**config.mk**
```make
export PLATFORM = sky130hd
export DESIGN_NAME = ptsm_seq
export DESIGN_NICKNAME = d
export VERILOG_FILES = /design/src/design/ptsm_pkg.sv /design/src/design/ptsm_seq.sv
export SDC_FILE = /design/constraint.sdc
export NUM_CORES = 1
export LEC_CHECK = 0
export ABC_CLOCK_PERIOD_IN_PS = 6100
export BUFFER_PORTS_ARGS = -buffer_cell sky130_fd_sc_hd__buf_4
export CORE_AREA = 2 2 39 41
export CTS_CLUSTER_SIZE = 28
export DETAILED_ROUTE_END_ITERATION = 16
export DIE_AREA = 0 0 41 43
export PLACE_DENSITY = 0.81
export SETUP_SLACK_MARGIN = 0.3
export SYNTH_ARGS = -nofsm -noshare
export SYNTH_HDL_FRONTEND = slang
export SYNTH_SLANG_ARGS = --single-unit
```
**constraint.sdc**
```tcl
create_clock -name clk -period 6.1 [get_ports clk]
set_input_delay 1.22 -clock clk [delete_from_list [all_inputs] [get_ports clk]]
set_output_delay 1.22 -clock clk [all_outputs]
set_load 0.05 [all_outputs]
```
**src/design/ptsm_pkg.sv**
```systemverilog
// Package for the prime test and square-root map block.
// Holds the control and status types, the microprogram and output limits.
// No dependencies.
`timescale 1ns / 1ps

package ptsm_pkg;

  // Result word width and saturation limits for the pass-through path
  localparam int OUT_W = 48;
  localparam logic signed [63:0] SAT_HI = 64'sh0000_7FFF_FFFF_FFFF;
  localparam logic signed [63:0] SAT_LO = -64'sh0000_8000_0000_0000;

  // Datapath operations, one per control word
  typedef enum logic [3:0] {
    OP_NOP,
    OP_LOAD,
    OP_INIT_D,
    OP_MUL,
    OP_DIV_INIT,
    OP_DIV_STEP,
    OP_D_ADD2,
    OP_ROOT_INIT,
    OP_ROOT_STEP,
    OP_EMIT_PRIME,
    OP_EMIT_PASS
  } op_t;

  // Jump conditions
  typedef enum logic [3:0] {
    C_NEVER,
    C_ALWAYS,
    C_NO_IN,
    C_TRIVIAL,
    C_TWO,
    C_SQ_GT,
    C_CNT_MORE,
    C_REM_ZERO,
    C_OUT_BUSY
  } cond_t;

  localparam int UC_DEPTH = 14;
  localparam int STEP_W   = $clog2(UC_DEPTH);
  typedef logic [STEP_W-1:0] step_t;

  // Jump targets
  localparam step_t ST_IDLE       = STEP_W'(0);
  localparam step_t ST_LOOP       = STEP_W'(3);
  localparam step_t ST_DIV        = STEP_W'(5);
  localparam step_t ST_ROOT       = STEP_W'(8);
  localparam step_t ST_ROOTL      = STEP_W'(9);
  localparam step_t ST_PRIME_WAIT = STEP_W'(10);
  localparam step_t ST_PASS_WAIT  = STEP_W'(12);

  typedef struct packed {
    op_t   op;
    cond_t cond;
    step_t target;
    logic  accept;
  } ucode_t;

  // Control to the datapath
  typedef struct packed {
    op_t  op;
    logic accept;
  } ctrl_t;

  // Status back to the sequencer
  typedef struct packed {
    logic no_in;
    logic trivial;
    logic is_two;
    logic sq_gt;
    logic cnt_more;
    logic rem_zero;
    logic out_busy;
  } status_t;

  // Microprogram: take a word, screen it, trial-divide, then root or pass
  localparam ucode_t UCODE [UC_DEPTH] = '{
    '{OP_LOAD,       C_NO_IN,    ST_IDLE,       1'b1},  // wait for a word
    '{OP_INIT_D,     C_TRIVIAL,  ST_PASS_WAIT,  1'b0},  // small or even
    '{OP_NOP,        C_TWO,      ST_ROOT,       1'b0},  // two is prime
    '{OP_MUL,        C_NEVER,    ST_IDLE,       1'b0},  // d squared
    '{OP_DIV_INIT,   C_SQ_GT,    ST_ROOT,       1'b0},  // no divisor left
    '{OP_DIV_STEP,   C_CNT_MORE, ST_DIV,        1'b0},  // remainder bits
    '{OP_D_ADD2,     C_REM_ZERO, ST_PASS_WAIT,  1'b0},  // divides: composite
    '{OP_NOP,        C_ALWAYS,   ST_LOOP,       1'b0},
    '{OP_ROOT_INIT,  C_NEVER,    ST_IDLE,       1'b0},
    '{OP_ROOT_STEP,  C_CNT_MORE, ST_ROOTL,      1'b0},  // root digits
    '{OP_NOP,        C_OUT_BUSY, ST_PRIME_WAIT, 1'b0},
    '{OP_EMIT_PRIME, C_ALWAYS,   ST_IDLE,       1'b0},
    '{OP_NOP,        C_OUT_BUSY, ST_PASS_WAIT,  1'b0},
    '{OP_EMIT_PASS,  C_ALWAYS,   ST_IDLE,       1'b0}
  };

endpackage

```
**src/design/ptsm_seq.sv**
```systemverilog
// Microcode sequencer: step counter, control ROM and jump logic.
// Depends on ptsm_pkg.
`timescale 1ns / 1ps

module ptsm_seq
  import ptsm_pkg::*;
(
  input  logic    clk,
  input  logic    rst,
  input  status_t status,
  output ctrl_t   ctrl
);

  step_t  step;
  step_t  step_next;
  ucode_t uw;
  logic   take;

  assign uw = UCODE[step];

  // Condition select
  always_comb begin
    unique case (uw.cond)
      C_NEVER:    take = 1'b0;
      C_ALWAYS:   take = 1'b1;
      C_NO_IN:    take = status.no_in;
      C_TRIVIAL:  take = status.trivial;
      C_TWO:      take = status.is_two;
      C_SQ_GT:    take = status.sq_gt;
      C_CNT_MORE: take = status.cnt_more;
      C_REM_ZERO: take = status.rem_zero;
      C_OUT_BUSY: take = status.out_busy;
      default:    take = 1'b0;
    endcase
  end

  assign step_next = take ? uw.target : step_t'(step + 1'b1);

  always_ff @(posedge clk) begin
    if (rst) begin
      step <= ST_IDLE;
    end else begin
      step <= step_next;
    end
  end

  assign ctrl.op     = uw.op;
  assign ctrl.accept = uw.accept;

endmodule

```
---- Yosys cells after proc, flatten, opt, wreduce, memory -nomap -nowiden ----
Memories as Yosys holds them, arrays and structs flattened.
Index checks and enable logic that the tools add are counted.
storage, ports and cells
  logic and storage cells ................. 17
  output and inout port bits .............. 5
  bits of input ports ..................... 9
  memories ................................ 1
  register bits after elaboration ......... 4
  memory bits (read-only) ................. 208
operators by class
  magnitude comparators ................... 1
  add/sub/neg operators ................... 1
  bitwise gates (word level) .............. 1
  equality and inequality tests ........... 8
  muxes and demuxes ....................... 4
memory list
  memory           words  width  read ports  clocked after memory_dff  write ports  RTL line        text
  (no name shown)  16     13     1           0                         0            ptsm_seq.sv:19  assign uw = UCODE[step];
operators with widths
  operator                                             count
  two-way mux 13 bit                                   2
  equality test 4 x 3 -> 1 bit, second input constant  4
  equality test 4 x 2 -> 1 bit, second input constant  2
  one-hot mux 1 bit (8 select lines)                   1
  >= comparator 5 bit, second input constant           1
  inverter 4 -> 5 bit                                  1
  adder 4 x 1 -> 4 bit, second input constant          1
  equality test 4 x 1 -> 1 bit, second input constant  1
  equality test 4 bit, second input constant           1
  two-way mux 4 bit                                    1

---- Depth between registers and ports, before layout ----
Gate-level depths: netlist (run 1).
  depth in word-level cells ............... 7
  gate-level depth with buffers ........... 8
  mapped depth without buffers ............ 8

---- Worst setup path before layout (run 1) ----
OpenSTA, ideal clock, no wires.
  path kind ............................... register to output
  start ................................... register step[2]
  end ..................................... output ctrl[2] (netlist bit)
  stages on the path, launching flop included .. 4
  data required time ...................... 4.880 ns
  arrival time ............................ 1.894 ns
  setup slack ............................. 2.986 ns
  buffers on the path ..................... 1
  cell sequence ........................... dfxtp_1 > buf_6 > and2b_1 > o31ai_1
RTL lines
  what                    RTL line        text
  from (decl)             ptsm_seq.sv:14  step_t step;
  from (signal assigned)  ptsm_seq.sv:43  step <= step_next;
  to (decl)               ptsm_seq.sv:11  output ctrl_t ctrl

==> tab_implementation.tex, run 1 <==
\begin{tabular}{lr}
\hline
Metric & Value \\
\hline
\multicolumn{2}{l}{\textbf{Status}} \\
Run status & finished clean \\
\multicolumn{2}{l}{\textbf{Detailed routing}} \\
Vias per std cell & 6.07 \\
Via count of the routed design & 662 \\
Remaining antenna violation count after routing & 0 \\
Number of DRC violations after detailed-routing iteration 0 & 33 \\
Drt total wl & 1.63 mm \\
Residual DRC count & 0 \\
Number of detailed-route iterations in the first pass & 4 \\
Average wire per standard cell & 14.9 microns \\
\multicolumn{2}{l}{\textbf{Power and ir drop}} \\
Comb power frac & 78.2\% \\
Proportion of power drawn by flip-flops and latches & 14.3\% \\
Largest voltage drop on the vdd net & 242 uV \\
Clock power frac & 7.5\% \\
Switching power summed over all nets & 0.245 mW \\
Power per cell area & 576 nW/um\^{}2 \\
Static leakage power & 0.343 nW \\
Int Power & 0.192 mW \\
Switching portion of total power & 56.1\% \\
\multicolumn{2}{l}{\textbf{Clock tree}} \\
Number of CTS-inserted buffers & 3 \\
Resized Gates After CTS & 0 \\
CTS Root Cell & sky130\_fd\_sc\_hd\_\_clkbuf\_4 \\
Number of buffers on the longest clock path & 2 \\
Count of hold-fix buffers inserted at cts & 0 \\
Post-CTS repair timing setup buffer count & 0 \\
Number of H-tree levels & 1 \\
CTS tree & built \\
CTS Sinks & 4 \\
Clk Latency, worst-skew pair & 0.24 ns \\
Clock transition at the registers of the reported paths & 0.04 ns \\
\multicolumn{2}{l}{\textbf{Worst setup path}} \\
CP max stage cell & sky130\_fd\_sc\_hd\_\_dfxtp\_1 \\
Type of origin of the critical path & register \\
Kind of critical path & register to output pin \\
Critical path endpoint category & output pin \\
Crit path largest cell delay & 0.55 ns \\
CP required & 4.88 ns \\
Maximum fanout along the worst path & 12 \\
Arrival time reported for the critical path endpoint & 1.80 ns \\
Series of cell instances along the critical path & inv\_1, ha\_1, inv\_1, nor2\_1, a21oi\_1, buf\_4 \\
Most frequent CP cell & sky130\_fd\_sc\_hd\_\_inv\_1 \\
\multicolumn{2}{l}{\textbf{STA}} \\
Count of pins over their slew limit & 0 \\
Crit share post-route & 49.5\% \\
Summed negative setup slack over all endpoints & 0 ns \\
Setup repair after global routing missed its margin & false \\
Total count of hold-check failures in the final report & 0 \\
Worst Clk Skew & 0.00757 ns \\
Time the worst path needs with I/O delays and setup & 3.02 ns \\
Least-Margin Pin Slew & 0.444 ns \\
Remaining max-slew budget at the tightest pin & 70.4\% \\
Setup violation total in the final timing report & 0 \\
Maximum achievable frequency & 331 MHz \\
\multicolumn{2}{l}{\textbf{GRT}} \\
Overall fraction of global-route tracks in use & 21.4\% \\
Wire length of the first global-routing pass & 2.66 mm \\
Pin count of the biggest net entering global routing & 13 \\
Gr ovfl total & 0 \\
Number of global-route vias before repair & 598 \\
Number of antenna violations at the first check in global routing & 0 \\
\multicolumn{2}{l}{\textbf{Logic synthesis}} \\
Mapped Cells & 79 \\
Dominant combinational cell family by area after synthesis & compound AO/OA/AOI/OAI gates \\
Synthesized-area fraction occupied by xor and xnor cells & 1.38\% \\
Number of enable flip-flop cells after synthesis & 0 \\
Sequential cell area fraction in the yosys report & 12.6\% \\
Synthesized cell area & 634 sq um \\
Post-Syn Area per Cell & 8.03 sq um \\
Proportion of synthesized flip-flops having asynchronous set or reset & 0\% \\
Share of cell area taken by muxes after synthesis & 5.92\% \\
Synthesized-area fraction occupied by ao, oa, aoi and oai cells & 32.9\% \\
Post-synthesis simple-gate area fraction & 26.2\% \\
Count of different cell masters after synthesis & 38 \\
\#FFs+latches synth & 4 \\
Synth Flop Type & sky130\_fd\_sc\_hd\_\_dfxtp\_1 \\
Fraction of the mapped netlist area in adder cells & 13.8\% \\
Nets in the synthesized netlist & 95 \\
Count of warnings emitted by yosys & 0 \\
\multicolumn{2}{l}{\textbf{Layout}} \\
Flip-flop count of the largest register after layout & 4 \\
Most frequent cells in the layout & sky130\_fd\_sc\_hd\_\_buf\_4 (13), sky130\_fd\_sc\_hd\_\_ha\_1 (7), sky130\_fd\_sc\_hd\_\_inv\_1 (6), sky130\_fd\_sc\_hd\_\_nand2\_1 (6) \\
Relative area change from synthesis to final layout & 19.5\% \\
Net total in the final layout & 111 \\
Ratio of cells with drive above 1 in the final layout & 28.0\% \\
Multi-input gate area & 509 sq um \\
Final Instance Count excl. Fillers & 109 \\
Leading cell type in the layout, fill and taps excluded & sky130\_fd\_sc\_hd\_\_buf\_4 \\
Filler cell count in the final layout & 140 \\
Largest registers & step x4 \\
Number of diodes added for antenna fixing & 0 \\
Reg area & 80.1 sq um \\
Largest register by flop count & step \\
\multicolumn{2}{l}{\textbf{Placement}} \\
Count of placed standard cells including taps & 106 \\
Count of port buffers added during placement & 13 \\
Placed wire-length estimate & 1.17 mm \\
RD Place Congestion & 0.857 \\
\multicolumn{2}{l}{\textbf{Floorplan}} \\
CORE AREA & 1380 sq um \\
Initial cell density of the core & 45.8\% \\
Overall die height & 43 microns \\
Row cnt & 14 \\
Area of the die & 1760 sq um \\
Die width & 41 microns \\
IO Count & 14 \\
\multicolumn{2}{l}{\textbf{Hold path}} \\
Type of the worst min-delay path & register to register \\
\multicolumn{2}{l}{\textbf{Run}} \\
Maxcap violations & 0 \\
\hline
\end{tabular}
synth_stat cells, types with 2 or more instances:
cell,count,share of area (%)
sky130_fd_sc_hd__ha_1,7,14
sky130_fd_sc_hd__inv_1,6,3.6
sky130_fd_sc_hd__nand2_1,6,3.6
sky130_fd_sc_hd__nor2_1,5,3.0
sky130_fd_sc_hd__o21ai_0,5,3.9
sky130_fd_sc_hd__a21oi_1,4,3.2
sky130_fd_sc_hd__dfxtp_1,4,13
sky130_fd_sc_hd__nor2b_1,4,3.9
sky130_fd_sc_hd__and3_1,3,3.0
sky130_fd_sc_hd__nand3_1,3,2.4
sky130_fd_sc_hd__a211o_1,2,2.8
sky130_fd_sc_hd__a22oi_1,2,2.4
sky130_fd_sc_hd__and3b_1,2,2.8
sky130_fd_sc_hd__nand3_2,2,3.2
logic make-up after synthesis:
family,after synthesis
buf+inv,9
fa+ha+maj,7
flops,4
simple gates,29
compound gates,27
xor+xnor,1
mux,2
metrics by stage:
stage,cell area [sq um],utilization [%],worst slack (ns),hold slack (ns),total power [mW]
2_1_floorplan,634,-,2.99,0.660,0.327
3_3_place_gp,736,53.2,3.40,0.697,0.395
3_5_place_dp,736,53.2,3.37,0.717,0.399
4_1_cts,758,54.8,3.09,0.729,0.436
5_1_grt,758,54.8,2.96,0.762,0.469
6_report,758,54.8,3.08,0.731,0.437
cell type report:
cell class / instances / share of cell area (%)
clock buffer: 3 / 2.97
tap: 16 / 2.64
multi-input combinational: 66 / 67.2
timing repair buffer: 13 / 12.9
inverter: 7 / 3.80
sequential: 4 / 10.6
metal layers:
layer	up-vias	wire, microns	GRT usage [%]
met2	24	823	33.1
li1	323	-	-
met3	2	81	3.14
met1	313	705	29.7
met5	-	0	0
met4	0	14	6.00
worst max-delay path, delay by kind of cell, from the launching register on:
| family | cells | cell delay (ns) |
|---|---|---|
| AOI/OAI and AO/OA | 1 | 0.13 |
| buffers and inverters | 3 | 0.46 |
| DFF | 1 | 0.55 |
| and+or+nand+nor | 1 | 0.05 |
| adders and majority gates | 1 | 0.37 |
power by group through the flow:
| stage | registers (mW) | clock network [mW] | logic (mW) |
|---|---|---|---|
| finish | 0.0625 | 0.0328 | 0.341 |
| global route | 0.0642 | 0.0361 | 0.369 |
| CTS | 0.0620 | 0.0341 | 0.340 |
| detailed placement | 0.0623 | 0 | 0.337 |
| global placement | 0.0611 | 0 | 0.334 |
| floorplan | 0.0477 | 0 | 0.279 |
final timing paths:
check,end,start,cells past startpoint,slack (ns)
min,step[0],step[0],2,0.73
max,ctrl[1],step[0],6,3.08
min reg2reg,step[0],step[0],2,0.73
max reg2reg,step[0],step[0],8,3.63
Power figures use the tool's default switching activity.
==> run 2: changes to the inputs <==
--- a/config.mk
+++ b/config.mk
@@ -5,7 +5,7 @@
 export SDC_FILE = /design/constraint.sdc
 export NUM_CORES = 1
 export LEC_CHECK = 0
-export ABC_CLOCK_PERIOD_IN_PS = 6100
+export ABC_CLOCK_PERIOD_IN_PS = 2970
 export BUFFER_PORTS_ARGS = -buffer_cell sky130_fd_sc_hd__buf_4
 export CORE_AREA = 2 2 39 41
 export CTS_CLUSTER_SIZE = 28
==> constraint.sdc (replaced) <==
create_clock -name clk -period 2.97 [get_ports clk]
set_input_delay 0.594 -clock clk [delete_from_list [all_inputs] [get_ports clk]]
set_output_delay 0.594 -clock clk [all_outputs]
set_load 0.05 [all_outputs]
==> tab_implementation.tex, run 2 (synthesis results as in run 1) <==
\begin{tabular}{lr}
\hline
Metric & Value \\
\hline
\multicolumn{2}{l}{\textbf{Clock tree}} \\
Clk Latency, worst-skew pair & 0.23 ns \\
Post-CTS repair timing setup buffer count & 0 \\
Count of hold-fix buffers inserted at cts & 0 \\
Number of CTS-inserted buffers & 3 \\
CTS Sinks & 4 \\
Resized Gates After CTS & 0 \\
Number of H-tree levels & 1 \\
CTS Root Cell & sky130\_fd\_sc\_hd\_\_clkbuf\_4 \\
CTS tree & built \\
Clock transition at the registers of the reported paths & 0.04 ns \\
Number of buffers on the longest clock path & 2 \\
\multicolumn{2}{l}{\textbf{Worst setup path}} \\
Path length in cells of the critical path & 8 \\
Type of origin of the critical path & register \\
Kind of critical path & register to register \\
Maximum fanout along the worst path & 12 \\
Critical path endpoint category & register \\
Path depth of the worst reg2reg path & 8 \\
Arrival time reported for the critical path endpoint & 2.58 ns \\
Kind of cell with the highest combined delay on the critical path & compound AO/OA/AOI/OAI gates \\
FF-to-FF setup slack & 0.52 ns \\
Worst path buffer plus inverter count & 1 \\
Crit path largest cell delay & 0.56 ns \\
CP max stage cell & sky130\_fd\_sc\_hd\_\_dfxtp\_1 \\
CP required & 3.09 ns \\
Series of cell instances along the critical path & inv\_1, ha\_1, and3b\_1, a211o\_1, o311a\_1, o21ai\_2, nand3\_2, mux2\_4 \\
\multicolumn{2}{l}{\textbf{Layout}} \\
Net total in the final layout & 111 \\
Most frequent cells in the layout & sky130\_fd\_sc\_hd\_\_buf\_4 (13), sky130\_fd\_sc\_hd\_\_ha\_1 (7), sky130\_fd\_sc\_hd\_\_inv\_1 (6), sky130\_fd\_sc\_hd\_\_nand2\_1 (6) \\
Largest register by flop count & step \\
Flip-flop count of the largest register after layout & 4 \\
Ratio of cells with drive above 1 in the final layout & 28.0\% \\
Final std cell area, no fill & 758 sq um \\
Number of diodes added for antenna fixing & 0 \\
Leading cell type in the layout, fill and taps excluded & sky130\_fd\_sc\_hd\_\_buf\_4 \\
Largest registers & step x4 \\
Relative area change from synthesis to final layout & 19.5\% \\
\multicolumn{2}{l}{\textbf{Detailed routing}} \\
Number of DRC violations after detailed-routing iteration 0 & 9 \\
Drt total wl & 1.50 mm \\
Residual DRC count & 0 \\
Average wire per standard cell & 13.8 microns \\
Vias per std cell & 5.94 \\
Number of detailed-route iterations in the first pass & 4 \\
Remaining antenna violation count after routing & 0 \\
Via count of the routed design & 647 \\
\multicolumn{2}{l}{\textbf{STA}} \\
Setup violation total in the final timing report & 0 \\
Crit share post-route & 82.6\% \\
Summed negative setup slack over all endpoints & 0 ns \\
Worst slack on hold paths & 0.651 ns \\
Maximum achievable frequency & 407 MHz \\
Setup repair after global routing missed its margin & false \\
Least-Margin Pin Slew & 0.431 ns \\
Remaining max-slew budget at the tightest pin & 71.2\% \\
Time the worst path needs with I/O delays and setup & 2.45 ns \\
Total count of hold-check failures in the final report & 0 \\
Worst Clk Skew & 0.000835 ns \\
Count of pins over their slew limit & 0 \\
\multicolumn{2}{l}{\textbf{Power and ir drop}} \\
Largest voltage drop on the vdd net & 606 uV \\
Power per cell area & 1170 nW/um\^{}2 \\
Final Total Pwr & 0.890 mW \\
Static leakage power & 0.343 nW \\
\multicolumn{2}{l}{\textbf{Placement}} \\
Placed wire-length estimate & 1.15 mm \\
Count of port buffers added during placement & 13 \\
RD Place Congestion & 0.796 \\
Cell area after placement & 736 sq um \\
\multicolumn{2}{l}{\textbf{Floorplan}} \\
Initial cell density of the core & 45.8\% \\
Overall die height & 43 microns \\
Die width & 41 microns \\
CORE AREA & 1380 sq um \\
Row cnt & 14 \\
Area of the die & 1760 sq um \\
IO Count & 14 \\
\multicolumn{2}{l}{\textbf{GRT}} \\
Gr ovfl total & 0 \\
Wire length of the first global-routing pass & 2.45 mm \\
Overall fraction of global-route tracks in use & 19.6\% \\
Number of antenna violations at the first check in global routing & 0 \\
Pin count of the biggest net entering global routing & 13 \\
Number of global-route vias before repair & 592 \\
\multicolumn{2}{l}{\textbf{Run}} \\
Maxcap violations & 0 \\
\multicolumn{2}{l}{\textbf{Status}} \\
Run status & finished clean \\
\multicolumn{2}{l}{\textbf{Hold path}} \\
Type of the worst min-delay path & primary input to register \\
Worst hold path cell count & 3 \\
\hline
\end{tabular}
-- run 2: final timing paths --
| check | startpoint | endpoint |
|---|---|---|
| setup / recovery | step[0] | step[0] |
| hold / removal | rst | step[3] |
| setup reg to reg | step[0] | step[0] |
| hold reg to reg | step[0] | step[0] |
-- run 2: power by group --
group / internal (mW) / switching (mW)
logic: 0.274 / 0.421
registers: 0.0754 / 0.0526
clock network: 0.0452 / 0.0222
-- run 2: worst register-to-register path, delay by kind of cell, from the launching register on --
family | cells | cell delay, ns
compound gates | 3 | 0.60
flops | 1 | 0.56
fa+ha+maj | 1 | 0.37
simple gates | 2 | 0.33
mux | 1 | 0.32
buf+inv | 1 | 0.16
-- run 2: through the flow --
step	std cells	utilization, %	setup WS (ns)
4_1_cts	109	54.8	0.523
2_1_floorplan	79	-	0.482
3_5_place_dp	106	53.2	0.528
5_1_grt	109	54.8	0.374
3_3_place_gp	106	53.2	0.623
6_report	109	54.8	0.516
-- run 2: final cells by class --
| class | count | area (sq um) |
|---|---|---|
| clock buffers | 3 | 22.5 |
| repair buffers | 13 | 97.6 |
| multi-input cells | 66 | 509 |
| well taps | 16 | 20.0 |
| flip-flops and latches | 4 | 80.1 |
| fillers | 135 | 626 |
| inverters | 7 | 28.8 |
-- run 2: routing by layer --
metal	track usage [%]	vias up	part of all wire (%)
li1	-	325	-
met1	25.5	303	44
met2	30.9	19	50
met3	6.28	0	5.7
met4	3.33	0	0
met5	0	-	0
==> run 3: changes to the inputs <==
--- a/config.mk
+++ b/config.mk
@@ -5,7 +5,7 @@
 export SDC_FILE = /design/constraint.sdc
 export NUM_CORES = 1
 export LEC_CHECK = 0
-export ABC_CLOCK_PERIOD_IN_PS = 2970
+export ABC_CLOCK_PERIOD_IN_PS = 2270
 export BUFFER_PORTS_ARGS = -buffer_cell sky130_fd_sc_hd__buf_4
 export CORE_AREA = 2 2 39 41
 export CTS_CLUSTER_SIZE = 28
==> constraint.sdc (replaced) <==
create_clock -name clk -period 2.27 [get_ports clk]
set_input_delay 0.454 -clock clk [delete_from_list [all_inputs] [get_ports clk]]
set_output_delay 0.454 -clock clk [all_outputs]
set_load 0.05 [all_outputs]
==> tab_implementation.tex, run 3 (synthesis results as in run 1) <==
\begin{tabular}{lr}
\hline
Metric & Value \\
\hline
\multicolumn{2}{l}{\textbf{Layout}} \\
Final std cell area, no fill & 931 sq um \\
Largest registers & step x4 \\
Post-layout util & 67.3\% \\
Ratio of cells with drive above 1 in the final layout & 52.0\% \\
Net total in the final layout & 119 \\
Relative area change from synthesis to final layout & 46.7\% \\
Number of diodes added for antenna fixing & 0 \\
Flip-flop count of the largest register after layout & 4 \\
Filler cell count in the final layout & 123 \\
Final Instance Count excl. Fillers & 118 \\
Most frequent cells in the layout & sky130\_fd\_sc\_hd\_\_buf\_4 (19), sky130\_fd\_sc\_hd\_\_nand2\_1 (6), sky130\_fd\_sc\_hd\_\_o21ai\_0 (5) \\
Leading cell type in the layout, fill and taps excluded & sky130\_fd\_sc\_hd\_\_buf\_4 \\
Largest register by flop count & step \\
\multicolumn{2}{l}{\textbf{Detailed routing}} \\
Number of DRC violations after detailed-routing iteration 0 & 30 \\
Average wire per standard cell & 15.0 microns \\
Number of detailed-route iterations in the first pass & 4 \\
Residual DRC count & 0 \\
Vias per std cell & 5.97 \\
Drt total wl & 1.77 mm \\
Remaining antenna violation count after routing & 0 \\
Via count of the routed design & 704 \\
\multicolumn{2}{l}{\textbf{Run}} \\
Maxcap violations & 0 \\
\multicolumn{2}{l}{\textbf{Clock tree}} \\
CTS Sinks & 4 \\
CTS tree & built \\
Number of buffers on the longest clock path & 2 \\
Clk Latency, worst-skew pair & 0.25 ns \\
Clock transition at the registers of the reported paths & 0.05 ns \\
Number of CTS-inserted buffers & 3 \\
Number of H-tree levels & 1 \\
CTS Root Cell & sky130\_fd\_sc\_hd\_\_clkbuf\_4 \\
\multicolumn{2}{l}{\textbf{Power and ir drop}} \\
Switching portion of total power & 52.9\% \\
Largest voltage drop on the vdd net & 841 uV \\
Proportion of power drawn by flip-flops and latches & 11.4\% \\
Static leakage power & 0.395 nW \\
Int Power & 0.692 mW \\
Clock power frac & 7.2\% \\
Power per cell area & 1580 nW/um\^{}2 \\
Comb power frac & 81.3\% \\
Switching power summed over all nets & 0.777 mW \\
Final Total Pwr & 1.47 mW \\
\multicolumn{2}{l}{\textbf{Placement}} \\
Placed wire-length estimate & 1.20 mm \\
Cell area after placement & 817 sq um \\
Count of port buffers added during placement & 13 \\
Count of placed standard cells including taps & 108 \\
Placement-stage worst setup slack & 0.0798 ns \\
RD Place Congestion & 0.847 \\
\multicolumn{2}{l}{\textbf{Worst setup path}} \\
Arrival time reported for the critical path endpoint & 2.17 ns \\
Maximum fanout along the worst path & 5 \\
Type of origin of the critical path & register \\
Path depth of the worst reg2reg path & 8 \\
FF-to-FF setup slack & 0.24 ns \\
CP required & 2.41 ns \\
Reg-to-reg critical path startpoint & step[1] \\
Critical path endpoint category & register \\
Kind of critical path & register to register \\
Worst flop-to-flop path endpoint & step[0] \\
\multicolumn{2}{l}{\textbf{Hold path}} \\
Hold Path End & step[1] \\
Worst hold path cell count & 3 \\
Type of the worst min-delay path & primary input to register \\
HP Start & rst \\
\multicolumn{2}{l}{\textbf{Status}} \\
Run status & finished clean \\
\multicolumn{2}{l}{\textbf{STA}} \\
Count of pins over their slew limit & 0 \\
Total count of hold-check failures in the final report & 0 \\
Setup slack after layout & 0.237 ns \\
Worst slack on hold paths & 0.491 ns \\
Remaining max-slew budget at the tightest pin & 76.9\% \\
Maximum achievable frequency & 492 MHz \\
Summed negative setup slack over all endpoints & 0 ns \\
Least-Margin Pin Slew & 0.346 ns \\
Time the worst path needs with I/O delays and setup & 2.03 ns \\
Worst Clk Skew & 0.0125 ns \\
Setup repair after global routing missed its margin & true \\
Setup violation total in the final timing report & 0 \\
Crit share post-route & 89.5\% \\
\multicolumn{2}{l}{\textbf{GRT}} \\
Overall fraction of global-route tracks in use & 22.4\% \\
Number of antenna violations at the first check in global routing & 0 \\
Wire length of the first global-routing pass & 2.76 mm \\
Number of global-route vias before repair & 652 \\
Gr ovfl total & 0 \\
Pin count of the biggest net entering global routing & 11 \\
\multicolumn{2}{l}{\textbf{Floorplan}} \\
IO Count & 14 \\
Die width & 41 microns \\
CORE AREA & 1380 sq um \\
Overall die height & 43 microns \\
Area of the die & 1760 sq um \\
Row cnt & 14 \\
Initial cell density of the core & 45.8\% \\
\hline
\end{tabular}
run 3: cell types whose count changed in the layout (fill, tap and decap cells not counted), moves of 2 or more:
cell                      delta
sky130_fd_sc_hd__ha_1        -4
sky130_fd_sc_hd__a21oi_2     +2
sky130_fd_sc_hd__a21oi_1     -3
sky130_fd_sc_hd__ha_4        +3
sky130_fd_sc_hd__dfxtp_4     +2
sky130_fd_sc_hd__buf_6       +2
sky130_fd_sc_hd__dfxtp_1     -3
sky130_fd_sc_hd__buf_4       +6
sky130_fd_sc_hd__inv_1       -3
run 3: cell type report:
type	instances	area (sq um)	share of cell area, %
Clock buffer	4	26.3	2.82
Inverter	7	36.3	3.90
Multi-Input combinational cell	66	594	63.8
Sequential cell	4	88.8	9.54
Tap cell	16	20.0	2.15
Timing Repair Buffer	21	165	17.7
run 3: power by group through the flow:
stage | registers [mW] | logic (mW) | clock network, mW
after floorplan | 0.148 | 0.813 | 0
after global placement | 0.173 | 0.994 | 0
after detailed placement | 0.177 | 1.01 | 0
after CTS | 0.166 | 1.14 | 0.107
after global routing | 0.171 | 1.28 | 0.116
final | 0.168 | 1.20 | 0.106
run 3: worst max-delay path by stage:
stage	startpoint	endpoint	slack (ns)
after CTS	step[0]	step[0]	0.26
after global routing	step[1]	step[0]	0.17
after global placement	step[0]	step[0]	0.13
after detailed placement	step[0]	step[0]	0.08
final	step[1]	step[0]	0.24
after floorplan	step[1]	step[0]	0.27
run 3: critical path, cell delays in order (launching register included):
cell	delay, ns
sky130_fd_sc_hd__dfxtp_4	0.37
sky130_fd_sc_hd__inv_6	0.08
sky130_fd_sc_hd__ha_4	0.14
sky130_fd_sc_hd__inv_2	0.03
sky130_fd_sc_hd__mux4_2	0.51
sky130_fd_sc_hd__o311a_1	0.15
sky130_fd_sc_hd__o21ai_2	0.23
sky130_fd_sc_hd__nand3_2	0.11
sky130_fd_sc_hd__mux2_4	0.30
run 3: metal layers:
layer | wire length [microns] | up-vias | track usage (%)
li1 | - | 343 | -
met1 | 780 | 334 | 27.0
met2 | 877 | 22 | 37.5
met3 | 88 | 5 | 6.28
met4 | 23 | 0 | 4.67
met5 | 0 | - | 0
run 3: repair_timing:
item / 4_1_cts / 5_1_grt
buffers inserted: 6 / 0
hold buffers: 0 / 0
gates resized for setup: 5 / 7
pin swaps: 6 / 2
setup endpoints to repair: 7 / 7
gates cloned: 0 / 0
endpoints found under the hold margin: 0 / 0
